==> src/hw/rtl/blae_pkg.sv <==
package blae_pkg;

  localparam int DEPTH_DEF = 128;
  localparam int WIDTH_DEF = 32;

  // control field width, wide enough for any count up to the largest depth
  localparam int CTL_W = 13;

  localparam logic [2:0] MODE_APPEND = 3'd0;
  localparam logic [2:0] MODE_REMOVE = 3'd1;
  localparam logic [2:0] MODE_INSERT = 3'd2;
  localparam logic [2:0] MODE_ERASE  = 3'd3;
  localparam logic [2:0] MODE_FIND   = 3'd4;
  localparam logic [2:0] MODE_SORT   = 3'd5;
  localparam logic [2:0] MODE_READ   = 3'd6;

  localparam logic [2:0] ST_OK       = 3'd0;
  localparam logic [2:0] ST_EMPTY    = 3'd1;
  localparam logic [2:0] ST_FULL     = 3'd2;
  localparam logic [2:0] ST_BADIDX   = 3'd3;
  localparam logic [2:0] ST_NOTFOUND = 3'd4;

  localparam logic [7:0] FOUND_NONE = 8'hFF;

  localparam logic [2:0] C_HOLD   = 3'd0;
  localparam logic [2:0] C_APPEND = 3'd1;
  localparam logic [2:0] C_INSERT = 3'd2;
  localparam logic [2:0] C_ERASE  = 3'd3;
  localparam logic [2:0] C_SORT   = 3'd4;

  typedef struct packed {
    logic [2:0]        mode;
    logic signed [31:0] value;
    logic [7:0]        index;
  } in_item_t;

  typedef struct packed {
    logic [2:0]         status;
    logic signed [31:0] data_value;
    logic signed [7:0]  found_index;
    logic [7:0]         count;
  } out_item_t;

  // broadcast to every cell of the chain
  typedef struct packed {
    logic [2:0]       op;
    logic             phase;
    logic [CTL_W-1:0] cnt;
    logic [CTL_W-1:0] pos;
    logic [CTL_W-1:0] rd_addr;
  } cell_ctl_t;

endpackage

==> src/hw/rtl/blae_cell.sv <==
module blae_cell import blae_pkg::*; #(
  parameter int DEPTH = DEPTH_DEF,
  parameter int WIDTH = WIDTH_DEF,
  parameter int IDX   = 0
) (
  input  logic                             clk,
  input  cell_ctl_t                        ctl_i,
  input  logic signed [WIDTH-1:0]          val_i,
  input  logic signed [WIDTH-1:0]          left_i,
  input  logic signed [WIDTH-1:0]          right_i,
  input  logic                             swap_i,
  input  logic                             hit_i,
  output logic signed [WIDTH-1:0]          data_o,
  output logic                             swap_o,
  output logic                             hit_o,
  output logic signed [WIDTH-1:0]          rd_o,
  output logic [$clog2(DEPTH)-1:0]         fidx_o
);

  localparam int IW = $clog2(DEPTH);
  localparam logic [CTL_W-1:0] ME    = CTL_W'(IDX);
  localparam logic [CTL_W-1:0] ME_UP = CTL_W'(IDX + 1);
  localparam logic             PAR   = 1'(IDX % 2);

  logic signed [WIDTH-1:0] data_r;
  logic signed [WIDTH-1:0] data_nxt;
  logic                    match;

  assign data_o = data_r;

  // lower cell of an active pair swaps with its right neighbor when out of order
  assign swap_o = (ctl_i.op == C_SORT) && (ctl_i.phase == PAR) && (ME_UP < ctl_i.cnt) &&
                  (right_i < data_r);

  assign match  = (data_r == val_i) && (ME < ctl_i.cnt);
  assign hit_o  = hit_i | match;
  assign fidx_o = (match && !hit_i) ? IW'(IDX) : '0;
  assign rd_o   = (ctl_i.rd_addr == ME) ? data_r : '0;

  always_comb begin
    data_nxt = data_r;
    unique case (ctl_i.op)
      C_APPEND: begin
        if (ME == ctl_i.cnt) data_nxt = val_i;
      end
      C_INSERT: begin
        if (ME == ctl_i.pos) begin
          data_nxt = val_i;
        end else if (ME > ctl_i.pos && ME <= ctl_i.cnt) begin
          data_nxt = left_i;
        end
      end
      C_ERASE: begin
        if (ME >= ctl_i.pos) data_nxt = right_i;
      end
      C_SORT: begin
        if (swap_o) begin
          data_nxt = right_i;
        end else if (swap_i) begin
          data_nxt = left_i;
        end
      end
      default: data_nxt = data_r;
    endcase
  end

  always_ff @(posedge clk) begin
    data_r <= data_nxt;
  end

endmodule

==> config.mk <==
export PLATFORM = sky130hd
export DESIGN_NAME = blae_cell
export DESIGN_NICKNAME = d
export VERILOG_FILES = /design/src/hw/rtl/blae_pkg.sv /design/src/hw/rtl/blae_cell.sv
export SDC_FILE = /design/constraint.sdc
export NUM_CORES = 1
export LEC_CHECK = 0
export ABC_AREA = 1
export CAP_MARGIN = 20
export CORE_MARGIN = 4
export CORE_UTILIZATION = 49
export CTS_BUF_LIST = sky130_fd_sc_hd__clkbuf_8
export DETAILED_ROUTE_END_ITERATION = 7
export DONT_BUFFER_PORTS = 1
export GPL_ROUTABILITY_DRIVEN = 0
export MAX_ROUTING_LAYER = met4
export RECOVER_POWER = 25
export SLEW_MARGIN = 40
export SYNTH_ARGS = -nofsm -noshare
export SYNTH_HDL_FRONTEND = slang
export SYNTH_SLANG_ARGS = --single-unit
==> constraint.sdc <==
create_clock -name clk -period 6.55 [get_ports clk]
set_clock_uncertainty 0.15 [all_clocks]
set_input_delay 1.31 -clock clk [delete_from_list [all_inputs] [get_ports clk]]
set_output_delay 1.31 -clock clk [all_outputs]
set_load 0.005 [all_outputs]
==> impl_metrics.py, run 1 <==
metrics = {
    "finish": {
        "nNetsFinal": 953,
        "final_cell_mix": "nand2_1, inv_1, nand3_1, nor2_1, a21oi_1",
        "mostFrequentLayoutCell": "nand2_1",
        "final_cell_area_um2": 4760,
        "nFillCells": 973,
        "drive_above_1_share_pct": 3.59,
        "diodes": 0,
        "area_growth_pct": 3.17,
        "largest_register_ffs": 32,
    },
    "global_routing": {
        "antenna_found_initial": 0,
        "grt_pass1_vias": 4824,
        "grt_pass1_wl_um": 24800,
        "grt_use_total_pct": 28.5,
        "grt_max_degree": 65,
        "overflow": 0,
    },
    "sta": {
        "fmax_mhz": 222,
        "finalSetupTns_ns": 0,
        "slew_violations": 0,
        "layout_min_cycle_time_ns": 4.50,
        "relSlewSlack_pct": 52.5,
        "period_share_pct": 68.6,
        "rsz0062_at_grt": "false",
        "setup_viol": 0,
        "worstMarginPinSlew_ns": 0.713,
        "final-hold-violation-count": 0,
    },
    "critical_path": {
        "cp.buffers_inverters": 4,
        "required_ns": 5.09,
        "path_delay_family": "buffers and inverters",
        "max_stage_delay_ns": 0.39,
        "crit_path_start_kind": "input pin",
        "crit_path_max_fanout": 34,
        "path_cells": "nor3_4, buf_4, inv_2, nor3_4, buf_4, nand3_2, inv_1",
        "cp_slowest_cell": "buf_4",
        "crit_path_end_kind": "output port",
        "worstPathArrival_ns": 3.04,
        "crit_type": "in2out",
    },
    "floorplan": {
        "row_count": 35,
        "fp.coreArea_um2": 9200,
        "die_h_um": 105,
        "ios": 215,
        "die_x_um": 105,
        "start_util_pct": 50.2,
        "die_area_um2": 11000,
    },
    "logic_synthesis": {
        "seq_area_frac_synth_pct": 20.8,
        "yosysWarnings": 0,
        "synth_area_per_cell_um2": 5.78,
        "synthCells": 799,
        "netlist_area_um2": 4620,
        "synth.lib_cells_used.distinct": 30,
        "ys_ff_latch": 32,
    },
    "route": {
        "vias_per_cell": 5.60,
        "drc": 0,
        "wl_per_cell_um": 17.6,
        "routed_wl_um": 15700,
        "top_layer_used": "met4",
        "met3_wirelength_um": 1640,
        "drt-pass1-iter-count": 5,
        "dr_total_vias": 4998,
        "wl_met2_um": 7440,
        "drt_iter0_markers": 459,
        "met1Wirelength_um": 6480,
        "detail-route-antenna-nets": 0,
    },
    "placement": {
        "place_area_um2": 4680,
        "io_buffers": 0,
        "dp_hpwl_um": 11200,
    },
    "cts": {
        "clk_pin_slew_worst_paths_ns": 0.08,
        "root_buffer": "clkbuf_8",
        "cts_setup_buffers": 0,
        "cts_buffer_depth": 2,
        "cts_made_buffers": 5,
        "cts.sink_count": 32,
        "clk_latency_ns": 0.30,
        "tritoncts": "done",
        "post_cts_resized": 0,
        "ctsHoldBuffers": 0,
        "ctsHtreeMaxLevel": 2,
    },
    "run_status": {
        "outcome": "complete, no violations",
    },
    "job": {
        "maxCapViolations": 0,
    },
    "pwr": {
        "vdd_drop_max_v": 0.0000812,
        "p_leak_uw": 0.00259,
        "powerDensity_nw_per_um2": 149,
    },
    "min_path": {
        "hp-class": "in2reg",
    },
}
area by class of cell:
type / count / area [um^2] / share of cell area, %
Sequential cell: 32 / 961 / 20.2
Inverter: 177 / 664 / 13.9
Timing Repair Buffer: 11 / 82.6 / 1.73
Clock buffer: 5 / 68.8 / 1.44
Clock inverter: 3 / 13.8 / 0.289
Tap cell: 111 / 139 / 2.91
Multi-Input combinational cell: 553 / 2840 / 59.5
routing by layer:
metal  GRT usage (%)  up-vias
li1                -     2471
met1            36.1     2269
met2            46.6      243
met3            6.73       15
met4            6.19        0
met5               -        -
final timing paths:
check / from / end / slack [ns] / cells past startpoint
setup / recovery: ctl_i[40] / swap_o / 2.05 / 7
hold / removal: val_i[7] / data_o[7] / 1.09 / 2
setup reg to reg: data_o[5] / data_o[9] / 3.35 / 14
hold reg to reg: data_o[31] / data_o[17] / 1.35 / 7
power by group:
group / switching (uW) / internal (uW)
Combinational: 172 / 90.0
Sequential: 30.2 / 260
Clock: 87.7 / 72.4
Total: 290 / 422
through the flow:
step	util (%)	hold slack, ns	setup WS, ns	power [uW]	instances
6_report	51.8	1.09	2.05	712	892
3_3_place_gp	50.9	1.30	2.09	552	884
3_5_place_dp	50.9	1.32	2.06	554	884
4_1_cts	51.8	1.09	2.07	717	892
5_1_grt	51.8	1.08	1.93	771	892
2_1_floorplan	-	1.01	0.943	487	805
kinds of logic (layout without fill, tap and decap cells):
kind of cell | after synthesis | after routing | synth area share (%)
and+or+nand+nor | 441 | 441 | 42.2
other | 1 | 7 | 0.0812
buffers and inverters | 220 | 196 | 18.8
xor gates and xnor gates | 17 | 17 | 3.22
DFF | 32 | 32 | 20.8
AOI/OAI and AO/OA | 57 | 57 | 6.50
adders and majority gates | 31 | 31 | 8.40
synthesized netlist by cell type:
library cell,count,area (um^2)
and3_1,1,6.26
nor3_4,1,16.3
nor2_1,86,323
xor2_1,13,114
or4_1,1,7.51
edfxtp_1,32,961
buf_1,3,11.3
nor3_1,4,20.0
nor3_2,1,10.0
nor3b_1,1,7.51
o21a_1,1,7.51
buf_4,7,52.6
nand3_2,1,10.0
or2_2,1,6.26
a2111oi_0,1,8.76
inv_2,3,11.3
conb_1,1,3.75
inv_1,174,653
a2111o_1,1,11.3
nand2_1,194,728
nand4_1,41,257
a211oi_1,1,7.51
a21oi_1,47,235
xnor2_1,4,35.0
buf_2,13,65.1
clkbuf_1,20,75.1
o21ai_0,6,30.0
nor4_1,9,56.3
ha_1,31,388
nand3_1,100,500
Power figures use the tool's default switching activity.
==> run 2, diff against run 1 <==
--- a/config.mk
+++ b/config.mk
@@ -14,6 +14,7 @@
 export DONT_BUFFER_PORTS = 1
 export GPL_ROUTABILITY_DRIVEN = 0
 export MAX_ROUTING_LAYER = met4
+export PLACE_DENSITY = 0.66
 export RECOVER_POWER = 25
 export SLEW_MARGIN = 40
 export SYNTH_ARGS = -nofsm -noshare
==> constraint.sdc (replaced) <==
create_clock -name clk -period 4 [get_ports clk]
set_clock_uncertainty 0.15 [all_clocks]
set_input_delay 0.8 -clock clk [delete_from_list [all_inputs] [get_ports clk]]
set_output_delay 0.8 -clock clk [all_outputs]
set_load 0.005 [all_outputs]
==> run 2 against run 1 <==
Against the previous run: die area did not move; combinational power rose by 69%; worst setup slack got worse by 1.3 ns; total power rose by 74%; via count rose by 2.3%; critical path depth fell by 3; worst hold slack got worse by 0.50 ns; non-clock buffer count rose by 2; register-to-register slack got worse by 2.3 ns.
==> impl_metrics.py, run 2 (synthesis gave the netlist of run 1 again) <==
metrics = {
    "sta": {
        "whs_ns": 0.595,
        "finalSetupTns_ns": 0,
        "setup_viol": 0,
        "fmax_mhz": 306,
        "worstMarginPinSlew_ns": 0.751,
        "layout_min_cycle_time_ns": 3.26,
        "period_share_pct": 81.6,
        "final-hold-violation-count": 0,
        "relSlewSlack_pct": 49.9,
        "setup_ws_ns": 0.737,
        "rsz0062_at_grt": "false",
        "slew_violations": 0,
    },
    "critical_path": {
        "worstPathArrival_ns": 2.31,
        "required_ns": 3.05,
        "r2r_start": "data_o[5]",
        "timing.rr.end": "data_o[5]",
        "ff2ff_setup_slack_ns": 1.06,
        "crit_type": "in2out",
        "crit_path_start_kind": "input pin",
        "worstRegToRegCells": 14,
        "crit_path_max_fanout": 18,
        "crit_path_end_kind": "output port",
    },
    "pwr": {
        "combinationalPowerShare_pct": 35.7,
        "p_seq_share_pct": 38.4,
        "vdd_drop_max_v": 0.000142,
        "switching_share_pct": 38.8,
        "pwr-share-clk_pct": 25.9,
        "p_int_uw": 758,
        "p_leak_uw": 0.00262,
        "switchingPower_uw": 481,
        "powerDensity_nw_per_um2": 257,
    },
    "route": {
        "drt-pass1-iter-count": 5,
        "wl_met2_um": 7760,
        "top_layer_used": "met4",
        "drc": 0,
        "drt_iter0_markers": 282,
        "met3_wirelength_um": 1580,
        "wl_per_cell_um": 18.1,
        "vias_per_cell": 5.72,
        "met1Wirelength_um": 6390,
        "routed_wl_um": 16200,
        "dr_total_vias": 5114,
        "detail-route-antenna-nets": 0,
    },
    "placement": {
        "placed_cells": 886,
        "io_buffers": 0,
        "dp_hpwl_um": 11800,
        "pre_cts_ws_ns": 0.753,
    },
    "run_status": {
        "outcome": "complete, no violations",
    },
    "cts": {
        "clk_latency_ns": 0.29,
        "cts_made_buffers": 5,
        "cts.sink_count": 32,
        "cts_buffer_depth": 2,
        "root_buffer": "clkbuf_8",
        "post_cts_resized": 0,
        "cts_setup_buffers": 0,
        "clk_pin_slew_worst_paths_ns": 0.08,
        "ctsHtreeMaxLevel": 2,
        "ctsHoldBuffers": 0,
        "tritoncts": "done",
    },
    "floorplan": {
        "row_count": 35,
        "die_h_um": 105,
        "start_util_pct": 50.2,
        "die_area_um2": 11000,
        "ios": 215,
        "fp.coreArea_um2": 9200,
        "die_x_um": 105,
    },
    "finish": {
        "diodes": 0,
        "nFillCells": 975,
        "mostFrequentLayoutCell": "nand2_1",
        "final_cell_mix": "nand2_1, inv_1, nand3_1, nor2_1, a21oi_1",
        "largest_register_ffs": 32,
        "nNetsFinal": 955,
        "register_area_um2": 961,
        "layout.cells.non_filler": 894,
        "multi_input_area_um2": 2840,
        "drive_above_1_share_pct": 3.83,
        "area_growth_pct": 4.31,
    },
    "global_routing": {
        "grt_pass1_vias": 5074,
        "overflow": 0,
        "grt_use_total_pct": 29.1,
        "grt_pass1_wl_um": 25400,
        "grt_max_degree": 55,
        "antenna_found_initial": 0,
    },
    "min_path": {
        "min_to": "data_o[13]",
        "hold_path_startpoint": "val_i[13]",
        "hp-class": "in2reg",
        "whs_path_depth": 2,
    },
    "job": {
        "maxCapViolations": 0,
    },
}
## run 2: cell types whose count changed in the layout (fill, tap and decap cells not counted), sizes merged
cell and change:
clkinv -2, bufinv +1, inv +1, buf +2
## run 2: routing by layer
metal	global-route usage, %	up-vias
met5	-	-
met4	10.6	0
met3	6.55	38
met2	49.0	260
met1	34.0	2344
li1	-	2472
## run 2: critical path, stage by stage
cell and delay (ns):
nor4_1 0.25, nand4_1 0.62, buf_4 0.47, nor2_1 0.17
## run 2: layout make-up
cell class | count | share of cell area [%]
clock inverter | 3 | 0.805
sequential | 32 | 19.9
inverter | 177 | 13.8
timing repair buffer | 13 | 2.29
tap | 111 | 2.88
multi-input combinational | 553 | 58.9
clock buffer | 5 | 1.43
## run 2: how the worst max path moves through the flow
stage / start / to / slack [ns] / cells past startpoint
after global routing: ctl_i[7] / rd_o[8] / 0.55 / 4
after floorplan: right_i[5] / data_o[0] / 0.39 / 13
after detailed placement: ctl_i[3] / rd_o[4] / 0.75 / 4
after global placement: ctl_i[7] / rd_o[14] / 0.82 / 4
after CTS: data_o[5] / swap_o / 0.75 / 13
final: ctl_i[7] / rd_o[4] / 0.74 / 4
## run 2: power groups by stage
stage,Clock (uW),Combinational (uW),Sequential [uW]
after floorplan,0,331,467
after global placement,0,428,483
after detailed placement,0,438,483
after CTS,330,440,476
after global routing,342,500,481
final,321,443,476
## run 2: metrics by stage
step | instance area [um^2] | power (uW) | utilization, %
after floorplan | 4650 | 797 | -
after global placement | 4710 | 911 | 51.2
after detailed placement | 4710 | 921 | 51.2
after CTS | 4820 | 1250 | 52.4
after global routing | 4820 | 1320 | 52.4
final | 4820 | 1240 | 52.4
==> run 3, diff against run 2 <==
==> constraint.sdc (replaced) <==
create_clock -name clk -period 2.7 [get_ports clk]
set_clock_uncertainty 0.15 [all_clocks]
set_input_delay 0.54 -clock clk [delete_from_list [all_inputs] [get_ports clk]]
set_output_delay 0.54 -clock clk [all_outputs]
set_load 0.005 [all_outputs]
==> run 3 against run 2 <==
Against the previous run: the run now ends with setup timing left; count of clock-buffer cells in the layout unchanged; clock power rose by 46%; first-iteration DRC count increased by 40%; global-route usage rose by 1.6 points; worst hold slack worse by 0.26 ns; total power rose by 68%; sequential power grew 42%; via count is 7.5% higher; non-clock buffer count is 47 higher; worst setup slack worse by 0.89 ns; critical endpoint is now data_o[18]; largest cell class unchanged; highest routed layer unchanged.
==> impl_metrics.py, run 3 (synthesis gave the netlist of run 1 again) <==
metrics = {
    "floorplan": {
        "die_h_um": 105,
        "die_x_um": 105,
        "start_util_pct": 50.2,
        "ios": 215,
        "die_area_um2": 11000,
        "fp.coreArea_um2": 9200,
        "row_count": 35,
    },
    "pwr": {
        "p_leak_uw": 0.00290,
        "vdd_drop_max_v": 0.000226,
        "powerDensity_nw_per_um2": 364,
    },
    "critical_path": {
        "crit_path_max_fanout": 7,
        "worstRegToRegCells": 16,
        "crit_path_end_kind": "flip-flop",
        "required_ns": 2.56,
        "r2r_start": "data_o[5]",
        "crit_type": "reg2reg",
        "timing.rr.end": "data_o[18]",
        "worstPathArrival_ns": 2.71,
        "ff2ff_setup_slack_ns": -0.15,
        "crit_path_start_kind": "flip-flop",
    },
    "finish": {
        "mostFrequentLayoutCell": "nand2_1",
        "drive_above_1_share_pct": 17.2,
        "multi_input_area_um2": 3270,
        "nNetsFinal": 1002,
        "final_util_pct": 62.0,
        "register_area_um2": 961,
        "area_growth_pct": 23.5,
        "largest_register_ffs": 32,
        "final_cell_mix": "nand2_1, inv_1, nand3_1, nor2_1, nand4_1",
        "nFillCells": 902,
    },
    "global_routing": {
        "grt_pass1_wl_um": 26700,
        "grt_use_total_pct": 30.7,
        "grt_pass1_vias": 5306,
        "overflow": 0,
        "antenna_found_initial": 1,
        "grt_max_degree": 53,
    },
    "route": {
        "detail-route-antenna-nets": 0,
        "vias_per_cell": 5.84,
        "drc": 0,
        "dr_total_vias": 5498,
        "routed_wl_um": 17700,
        "drt_iter0_markers": 396,
        "drt-pass1-iter-count": 5,
        "wl_per_cell_um": 18.8,
    },
    "cts": {
        "cts_made_buffers": 5,
        "ctsHtreeMaxLevel": 2,
        "clk_latency_ns": 0.29,
        "clk_pin_slew_worst_paths_ns": 0.08,
        "root_buffer": "clkbuf_8",
        "tritoncts": "done",
        "cts.sink_count": 32,
        "cts_buffer_depth": 2,
    },
    "sta": {
        "final-hold-violation-count": 0,
        "rsz0062_at_grt": "true",
        "finalSetupTns_ns": -5.14,
        "fmax_mhz": 351,
        "relSlewSlack_pct": 65.6,
        "layout_min_cycle_time_ns": 2.85,
        "worstMarginPinSlew_ns": 0.516,
        "slew_violations": 0,
        "setup_ws_ns": -0.153,
        "period_share_pct": 106,
        "setup_viol": 48,
    },
    "min_path": {
        "whs_path_depth": 2,
        "hp-class": "in2reg",
        "min_to": "data_o[19]",
        "hold_path_startpoint": "val_i[19]",
    },
    "placement": {
        "io_buffers": 0,
        "pre_cts_ws_ns": -0.112,
        "dp_hpwl_um": 12800,
    },
    "job": {
        "maxCapViolations": 0,
    },
    "run_status": {
        "violations": "setup timing",
        "outcome": "complete, but fails checks",
    },
}
run 3: cell count changes in the layout (fill, tap and decap cells not counted), sizes merged:
cell,previous run,this run
buf,13,51
diode,0,1
clkbuf,5,14
inv,178,177
clkinv,1,2
run 3: worst max path at each step:
stage	end	slack, ns	cells after the start	startpoint
after floorplan	data_o[0]	-0.51	13	right_i[5]
after global placement	data_o[1]	-0.08	13	right_i[5]
after detailed placement	data_o[15]	-0.11	13	right_i[5]
after CTS	swap_o	-0.15	14	data_o[5]
after global routing	data_o[18]	-0.25	16	data_o[5]
final	data_o[18]	-0.15	16	data_o[5]
run 3: worst max-delay path: stages, from the launching register on:
cell	delay, ns
edfxtp_1	0.42
inv_2	0.10
ha_4	0.20
a21oi_2	0.14
nor2_2	0.05
nor3_2	0.18
nand2_1	0.13
nand2_1	0.10
nand2_2	0.06
nand2_2	0.08
nand2_2	0.05
nand2_2	0.09
nand3_4	0.07
buf_4	0.16
a211oi_4	0.26
buf_6	0.18
clkbuf_16	0.15
run 3: stage by stage:
step	instance area, um^2	power (uW)	hold slack [ns]	cells
final	5710	2080	0.332	942
after global placement	5220	1510	0.627	924
after global routing	5710	2200	0.338	942
after floorplan	4820	1220	0.620	805
after CTS	5440	2030	0.336	939
after detailed placement	5220	1540	0.632	924
run 3: routing by layer:
| layer | global-route usage, % | wire length (um) | up-vias |
|---|---|---|---|
| met1 | 37.7 | 6720 | 2523 |
| met3 | 5.81 | 1820 | 56 |
| met4 | 9.09 | 607 | 0 |
| li1 | - | - | 2574 |
| met5 | - | 0 | - |
| met2 | 51.2 | 8560 | 345 |
run 3: area by class of cell:
cell class                 count  area share (%)
multi-input combinational    553            57.3
sequential                    32            16.8
inverter                     177            11.6
timing repair buffer          60            9.89
tap                          111            2.43
clock buffer                   5            1.21
clock inverter                 3           0.658
antenna                        1          0.0439
run 3: report_power, final:
part           total, uW  switching [uW]  leakage [uW]  internal, uW
Clock                468             199     0.0000532           269
Sequential           675            46.7      0.000299           628
Combinational        935             557       0.00254           378
run 3: timing repair:
action | 4_1_cts | 5_1_grt
setup endpoints to repair | 34 | 66
gates resized for setup | 11 | 69
hold buffers | 0 | 0
cloned | 1 | 2
setup buffers | 6 | 1
pin swaps | 11 | 23
